<file path="src/rtl/iiel_pkg.sv">
`timescale 1ns / 1ps
package iiel_pkg;

  // List capacity and derived widths
  localparam int DEPTH  = 16;
  localparam int CNT_W  = 5;   // fixed by the length and position ports
  localparam int IDX_W  = $clog2(DEPTH);
  localparam int WORD_W = 32;

  // Request codes
  typedef enum logic [2:0] {
    MODE_APPEND  = 3'd0,
    MODE_DROP    = 3'd1,
    MODE_READ    = 3'd2,
    MODE_INSERT  = 3'd3,
    MODE_ERASE   = 3'd4,
    MODE_SETLEN  = 3'd5,
    MODE_CLEAR   = 3'd6
  } mode_t;

  // Result status codes
  typedef enum logic [1:0] {
    STAT_OK    = 2'd0,
    STAT_RANGE = 2'd1,
    STAT_FULL  = 2'd2
  } status_t;

  // Datapath cell operations
  typedef enum logic [1:0] {
    DP_HOLD,
    DP_INSERT,
    DP_ERASE,
    DP_ZERO
  } dp_op_t;

  // Controller state: whether a result word is held at the output
  typedef enum logic {
    S_IDLE,
    S_HOLD
  } ctl_state_t;

  // Command from controller to datapath
  typedef struct packed {
    dp_op_t                    op;
    logic [CNT_W-1:0]          idx;      // insert/erase/read position
    logic [CNT_W-1:0]          lo;       // zero fill from (inclusive)
    logic [CNT_W-1:0]          hi;       // zero fill to (exclusive)
    logic signed [WORD_W-1:0]  value;
    logic                      rd_load;  // update read data register
    logic                      rd_hit;   // read is in range
  } dp_cmd_t;

endpackage

</file>
<file path="src/rtl/indexed_insert_erase_list_top.sv">
`timescale 1ns / 1ps
// Ordered list of up to 16 signed 32-bit words, held in a row of register
// cells with a length count.
// Input channel (in_valid/in_ready): one request word with in_mode,
// in_position, in_value and in_new_length. Modes: append, drop last, read,
// insert, erase, set length, clear.
// Output channel (out_valid/out_ready): exactly one result word per request
// with out_read_data, out_length, out_is_empty and out_status.
// The result is valid the cycle after the request is accepted.
// Throughput: one request per cycle; insert and erase shift every cell
// against its neighbor in the same cycle, and the result sits in an output
// register, so the next request is taken while the receiver takes this one.
// When the receiver stalls, the held result stays put and in_ready drops
// until it is taken.
// Reset (rst_n low, synchronous) empties the list and drops any held
// result; cell contents are not cleared and are never read before written.
module indexed_insert_erase_list_top (
  input  logic                              clk,
  input  logic                              rst_n,
  input  logic                              in_valid,
  output logic                              in_ready,
  input  logic [2:0]                        in_mode,
  input  logic [iiel_pkg::CNT_W-1:0]        in_position,
  input  logic signed [iiel_pkg::WORD_W-1:0] in_value,
  input  logic [iiel_pkg::CNT_W-1:0]        in_new_length,
  output logic                              out_valid,
  input  logic                              out_ready,
  output logic signed [iiel_pkg::WORD_W-1:0] out_read_data,
  output logic [iiel_pkg::CNT_W-1:0]        out_length,
  output logic                              out_is_empty,
  output logic [1:0]                        out_status
);
  import iiel_pkg::*;

  dp_cmd_t cmd;

  iiel_ctrl u_ctrl (
    .clk           (clk),
    .rst_n         (rst_n),
    .in_valid      (in_valid),
    .in_ready      (in_ready),
    .in_mode       (in_mode),
    .in_position   (in_position),
    .in_value      (in_value),
    .in_new_length (in_new_length),
    .out_valid     (out_valid),
    .out_ready     (out_ready),
    .out_length    (out_length),
    .out_is_empty  (out_is_empty),
    .out_status    (out_status),
    .cmd           (cmd)
  );

  iiel_datapath u_datapath (
    .clk     (clk),
    .cmd     (cmd),
    .rd_data (out_read_data)
  );

endmodule

</file>
<file path="src/rtl/iiel_datapath.sv">
`timescale 1ns / 1ps
module iiel_datapath (
  input  logic                              clk,
  input  iiel_pkg::dp_cmd_t                 cmd,
  output logic signed [iiel_pkg::WORD_W-1:0] rd_data
);
  import iiel_pkg::*;

  logic signed [WORD_W-1:0] cell_r   [DEPTH];
  logic signed [WORD_W-1:0] cell_nxt [DEPTH];
  logic signed [WORD_W-1:0] rd_r;
  logic signed [WORD_W-1:0] rd_nxt;

  // Each cell picks its own value, the inserted value, its lower or upper neighbor, or zero
  for (genvar i = 0; i < DEPTH; i++) begin : g_cell
    logic signed [WORD_W-1:0] upper;
    logic signed [WORD_W-1:0] lower;

    if (i < DEPTH - 1) begin : g_up
      assign upper = cell_r[i+1];
    end else begin : g_top
      assign upper = cell_r[i];
    end

    if (i > 0) begin : g_lo
      assign lower = cell_r[i-1];
    end else begin : g_bot
      assign lower = cell_r[i];
    end

    always_comb begin
      cell_nxt[i] = cell_r[i];
      unique case (cmd.op)
        DP_INSERT: begin
          if (CNT_W'(i) == cmd.idx) cell_nxt[i] = cmd.value;
          else if (CNT_W'(i) > cmd.idx) cell_nxt[i] = lower;
        end
        DP_ERASE: begin
          if (CNT_W'(i) >= cmd.idx) cell_nxt[i] = upper;
        end
        DP_ZERO: begin
          if (CNT_W'(i) >= cmd.lo && CNT_W'(i) < cmd.hi) cell_nxt[i] = '0;
        end
        default: cell_nxt[i] = cell_r[i];
      endcase
    end

    always_ff @(posedge clk) begin
      cell_r[i] <= cell_nxt[i];
    end
  end

  // Read port: one selected cell, zero when out of range
  always_comb begin
    rd_nxt = rd_r;
    if (cmd.rd_load) begin
      rd_nxt = cmd.rd_hit ? cell_r[cmd.idx[IDX_W-1:0]] : '0;
    end
  end

  always_ff @(posedge clk) begin
    rd_r <= rd_nxt;
  end

  assign rd_data = rd_r;

endmodule

</file>
<file path="src/rtl/iiel_ctrl.sv">
`timescale 1ns / 1ps
module iiel_ctrl (
  input  logic                              clk,
  input  logic                              rst_n,
  input  logic                              in_valid,
  output logic                              in_ready,
  input  logic [2:0]                        in_mode,
  input  logic [iiel_pkg::CNT_W-1:0]        in_position,
  input  logic signed [iiel_pkg::WORD_W-1:0] in_value,
  input  logic [iiel_pkg::CNT_W-1:0]        in_new_length,
  output logic                              out_valid,
  input  logic                              out_ready,
  output logic [iiel_pkg::CNT_W-1:0]        out_length,
  output logic                              out_is_empty,
  output logic [1:0]                        out_status,
  output iiel_pkg::dp_cmd_t                 cmd
);
  import iiel_pkg::*;

  ctl_state_t       state_r, state_nxt;
  logic [CNT_W-1:0] count_r, count_nxt;
  logic [CNT_W-1:0] len_r, len_nxt;
  status_t          status_r, status_nxt;
  logic [CNT_W-1:0] new_count;
  status_t          new_status;
  logic             accept;

  assign in_ready = (state_r == S_IDLE) || out_ready;
  assign accept   = in_valid && in_ready;

  // Decode request: status, resulting length and cell command
  always_comb begin
    new_count   = count_r;
    new_status  = STAT_OK;
    cmd         = '0;
    cmd.op      = DP_HOLD;
    cmd.idx     = in_position;
    cmd.lo      = count_r;
    cmd.hi      = in_new_length;
    cmd.value   = in_value;
    cmd.rd_load = accept;
    cmd.rd_hit  = 1'b0;
    unique case (mode_t'(in_mode))
      MODE_APPEND: begin
        if (count_r >= CNT_W'(DEPTH)) begin
          new_status = STAT_FULL;
        end else begin
          cmd.op    = DP_INSERT;
          cmd.idx   = count_r;
          new_count = count_r + 1'b1;
        end
      end
      MODE_DROP: begin
        if (count_r != '0) new_count = count_r - 1'b1;
      end
      MODE_READ: begin
        if (in_position >= count_r) new_status = STAT_RANGE;
        else cmd.rd_hit = 1'b1;
      end
      MODE_INSERT: begin
        if (in_position > count_r) begin
          new_status = STAT_RANGE;
        end else if (count_r >= CNT_W'(DEPTH)) begin
          new_status = STAT_FULL;
        end else begin
          cmd.op    = DP_INSERT;
          new_count = count_r + 1'b1;
        end
      end
      MODE_ERASE: begin
        if (in_position >= count_r) begin
          new_status = STAT_RANGE;
        end else begin
          cmd.op    = DP_ERASE;
          new_count = count_r - 1'b1;
        end
      end
      MODE_SETLEN: begin
        if (in_new_length > CNT_W'(DEPTH)) begin
          new_status = STAT_RANGE;
        end else begin
          cmd.op    = DP_ZERO;
          new_count = in_new_length;
        end
      end
      MODE_CLEAR: new_count = '0;
      default: new_count = count_r;
    endcase
    if (!accept) cmd.op = DP_HOLD;
  end

  // Next state and result registers
  always_comb begin
    state_nxt  = state_r;
    count_nxt  = count_r;
    len_nxt    = len_r;
    status_nxt = status_r;
    if (accept) begin
      state_nxt  = S_HOLD;
      count_nxt  = new_count;
      len_nxt    = new_count;
      status_nxt = new_status;
    end else if (out_ready) begin
      state_nxt = S_IDLE;
    end
  end

  always_ff @(posedge clk) begin
    if (!rst_n) begin
      state_r  <= S_IDLE;
      count_r  <= '0;
      len_r    <= '0;
      status_r <= STAT_OK;
    end else begin
      state_r  <= state_nxt;
      count_r  <= count_nxt;
      len_r    <= len_nxt;
      status_r <= status_nxt;
    end
  end

  assign out_valid    = (state_r == S_HOLD);
  assign out_length   = len_r;
  assign out_is_empty = (len_r == '0);
  assign out_status   = status_r;

`ifndef SYNTH
  a_count_bound: assert property (@(posedge clk) disable iff (!rst_n)
    count_r <= CNT_W'(DEPTH))
    else $error("list length above capacity");

  a_full_len: assert property (@(posedge clk) disable iff (!rst_n)
    out_valid && status_r == STAT_FULL |-> len_r == CNT_W'(DEPTH))
    else $error("full status with list not full");

  a_clear: assert property (@(posedge clk) disable iff (!rst_n)
    accept && in_mode == MODE_CLEAR |=> out_length == '0 && count_r == '0)
    else $error("clear left entries");

  a_len_track: assert property (@(posedge clk) disable iff (!rst_n)
    accept |=> len_r == count_r)
    else $error("reported length differs from list length");
`endif

endmodule
</file>
<file path="config.mk">
export PLATFORM = sky130hd
export DESIGN_NAME = indexed_insert_erase_list_top
export DESIGN_NICKNAME = d
export VERILOG_FILES = /design/src/rtl/iiel_pkg.sv /design/src/rtl/indexed_insert_erase_list_top.sv /design/src/rtl/iiel_datapath.sv /design/src/rtl/iiel_ctrl.sv
export SDC_FILE = /design/constraint.sdc
export NUM_CORES = 2
export LEC_CHECK = 0
export ABC_CLOCK_PERIOD_IN_PS = 12190
export BUFFER_PORTS_ARGS = -buffer_cell sky130_fd_sc_hd__buf_2
export CORE_MARGIN = 2
export CORE_UTILIZATION = 50
export CTS_CLUSTER_DIAMETER = 100
export DETAILED_ROUTE_END_ITERATION = 12
export HOLD_SLACK_MARGIN = 0.1
export PLACE_DENSITY = 0.66
export SLEW_MARGIN = 20
export SYNTH_ARGS = -nofsm -noshare
export SYNTH_HDL_FRONTEND = slang
export SYNTH_SLANG_ARGS = --single-unit
</file>
<file path="constraint.sdc">
create_clock -name clk -period 12.19 [get_ports clk]
set_input_delay 0.6095 -clock clk [delete_from_list [all_inputs] [get_ports clk]]
set_output_delay 0.6095 -clock clk [all_outputs]
set_load 0.01 [all_outputs]
</file>
==> impl_metrics.toml <==
[synth]
synth_top_area_cell = "edfxtp_1"
ys_warn_count = 0
synth.avg_cell_area_sq_um = 10.3
synth-edff-count = 544
syn-instance-count = 3193
yosysMostFrequentCell = "nand2_1"
synth_commonest_cells = "nand2_1 (796), edfxtp_1 (544), mux2i_1 (482)"
dominantRegCellSynth = "edfxtp_1"
synth.distinct_cells = 69
ys_async_sr_fraction = 0
synth_top_area_frac = 0.495
syn-num-nets = 3252
synth.area.top_cells = "edfxtp_1 (50%), mux2i_1 (15%), nand2_1 (9.1%)"
seq_area_frac_synth = 0.500
netlist_area_sq_um = 33000
ys_ff_latch = 552

[die]
num_rows = 94
start_util = 0.503
coreArea_sq_um = 65500
die_y_um = 261
die_w_um = 261
io_pins = 91
dieArea_sq_um = 68000

[critical_path]
arrival_ns = 6.32
crit_chain = "buf_2 > clkinv_1 > buf_4 > ha_1 > and2_0 > nor4b_2 > buf_4 > buf_4 > buf_4 > o21ai_0"
critical_path_class = "in -> reg"
critPathSlowestCell = "buf_4"
cp_slowest_stage_delay_ns = 0.85
cpMostUsedCell = "buf_4"
critPathTopFamily = "buffers and inverters"
critPathLaunchType = "primary input"
end_kind = "flip-flop"
critical_path_required_ns = 12.54
path_buf_inv = 6
cp_max_fo = 103

[job]
maxCapViolCount = 0

[clock_network]
cts_tree = "yes"
cts_max_level = 2
clk_latency_ns = 0.64
cts_hold_buf = 0
cts_buffers = 60
numClockSinks = 552
cts_max_path_buffers = 3
cts_setup_buffers = 0
clockRootBuffer = "clkbuf_16"
cts.clk_slew.worst_paths_ns = 0.06
ctsResizeCount = 0

[global_routing]
antenna_found_initial = 4
first_global_vias = 25658
grt_pass1_wl_um = 160000
grt_start_max_net_pins = 240
track_usage = 0.309
grt-ovfl-total = 0

[outcome]
status = "finished clean"

[layout]
multi_input_area_sq_um = 15500
fill_cells = 5601
syn_to_final_growth_pct = 9.02
stdcell_area_sq_um = 36000
fin_nets = 3178
layout-drive-gt1-share = 0.114
area.sequential_sq_um = 16500

[power]
clkPwrFrac = 0.388
cellLeakagePower_nw = 12.2
p_switching_mw = 1.23
sw_frac_of_total = 0.266
peakVddDrop_mv = 0.103
p_per_area_nw_per_um2 = 128
power_frac_seq = 0.487
p_int_mw = 3.39
comb_power_share = 0.124

[sta]
post-route-min-period_ns = 5.98
holdWs_ns = 0.240
drv_slew = 0
hold_viol = 0
period_share = 0.490
fin_tns_setup_ns = 0
rsz0062_at_grt = "false"
worst_slew_pin_slew_ns = 1.12
fin_worst_skew_ns = 0.0307
setup_viol = 0
max_slew_margin = 0.252
fmax_ghz = 0.167

[drt]
viasPerCell = 6.60
vias = 26589
routed_wl_um = 107000
dr.pass1.iters = 6
first_iter_violations = 3367
antenna_left = 0
remaining_drc_errors = 0
wl_per_cell_um = 26.7

[placed_design]
portBuffers = 90
gp_congestion = 0.871
place_area_sq_um = 34100
hpwl_um = 61000

[min_path]
hp-class = "in -> reg"
[state kept, by name, indices dropped and copies added (netlist names)]
signal	count
u_datapath.rd_data	32
u_datapath.cell_r	512
u_ctrl.out_status	2
u_ctrl.out_valid	1
u_ctrl.count_r	5
[layout make-up]
class	instances	share of cell area
Tap cell	864	0.0301
Clock inverter	34	0.00765
Antenna cell	2	0.000139
Sequential cell	552	0.459
Multi-Input combinational cell	2334	0.430
Clock buffer	74	0.0444
Inverter	11	0.00115
Timing Repair Buffer	160	0.0281
[worst min-delay path, delay by kind of cell]
family / cells / cell delay [ns]
AOI/OAI and AO/OA: 1 / 0.05
buffers and inverters: 2 / 0.16
[stage by stage]
| stage | worst slack [ns] | power, mW | instances | utilization |
|---|---|---|---|---|
| 6_report | 6.21 | 4.62 | 4031 | 0.549 |
| 5_1_grt | 5.91 | 4.74 | 4029 | 0.549 |
| 4_1_cts | 6.41 | 4.62 | 4028 | 0.549 |
| 3_5_place_dp | 5.71 | 2.85 | 3920 | 0.520 |
| 3_3_place_gp | 5.83 | 2.83 | 3919 | 0.520 |
| 2_1_floorplan | 6.59 | 2.64 | 3193 | - |
[power groups by stage]
stage,clock network [mW],registers (mW),logic [mW]
floorplan,0,2.27,0.370
global placement,0,2.28,0.546
detailed placement,0,2.29,0.561
CTS,1.81,2.25,0.564
global route,1.87,2.26,0.610
finish,1.79,2.25,0.574
[cell families (layout without fill, tap and decap cells)]
group,count (synthesis),count (layout),synth area share
adders and majority gates,10,10,0.00379
muxes,550,550,0.191
xor gates and xnor gates,4,4,0.00106
buffers and inverters,307,279,0.0421
other,0,2,0
AOI/OAI and AO/OA,770,770,0.132
DFF,552,552,0.500
and+or+nand+nor,1000,1000,0.130
[cells in the final DEF (no fill, tap or decap), types with 4 or more instances in the layout]
cell,instances
inv_1,7
clkinv_1,15
nand4b_1,33
nor2_4,8
nor2b_1,5
buf_2,90
nor3_1,4
o21ai_0,450
nand3_2,4
nor3_2,6
clkbuf_1,12
o21ai_1,44
nor2_1,25
a32oi_1,31
nand2b_1,6
clkinv_2,14
mux4_2,62
o31ai_1,4
mux2i_1,481
clkbuf_16,62
a22oi_1,33
edfxtp_1,544
a21oi_1,89
nand2_1,796
and2_1,35
buf_4,66
ha_1,10
nor3_4,7
a211oi_1,34
dfxtp_1,7
a31oi_1,12
nand3_1,41
bufinv_16,4
nand4_1,5
o22ai_1,34
o221ai_1,4
[worst paths after layout]
check | startpoint | to | slack (ns) | cells after the start
worst max-delay path | in_position[0] | u_datapath.cell_r[0][24] | 6.21 | 10
worst min-delay path | in_valid | u_ctrl.out_valid | 0.24 | 3
worst max register to register | u_ctrl.count_r[4] | u_datapath.cell_r[0][24] | 6.48 | 9
worst min register to register | u_ctrl.out_status[1] | u_ctrl.out_status[1] | 0.47 | 2
[metal layers]
layer / vias up / GRT usage / share of wire
li1: 11643 / - / -
met1: 13202 / 0.417 / 0.40
met2: 1460 / 0.498 / 0.46
met3: 280 / 0.0473 / 0.085
met4: 4 / 0.135 / 0.047
met5: - / 0 / 0.00019
No activity file was read; power rests on OpenSTA's default activity.
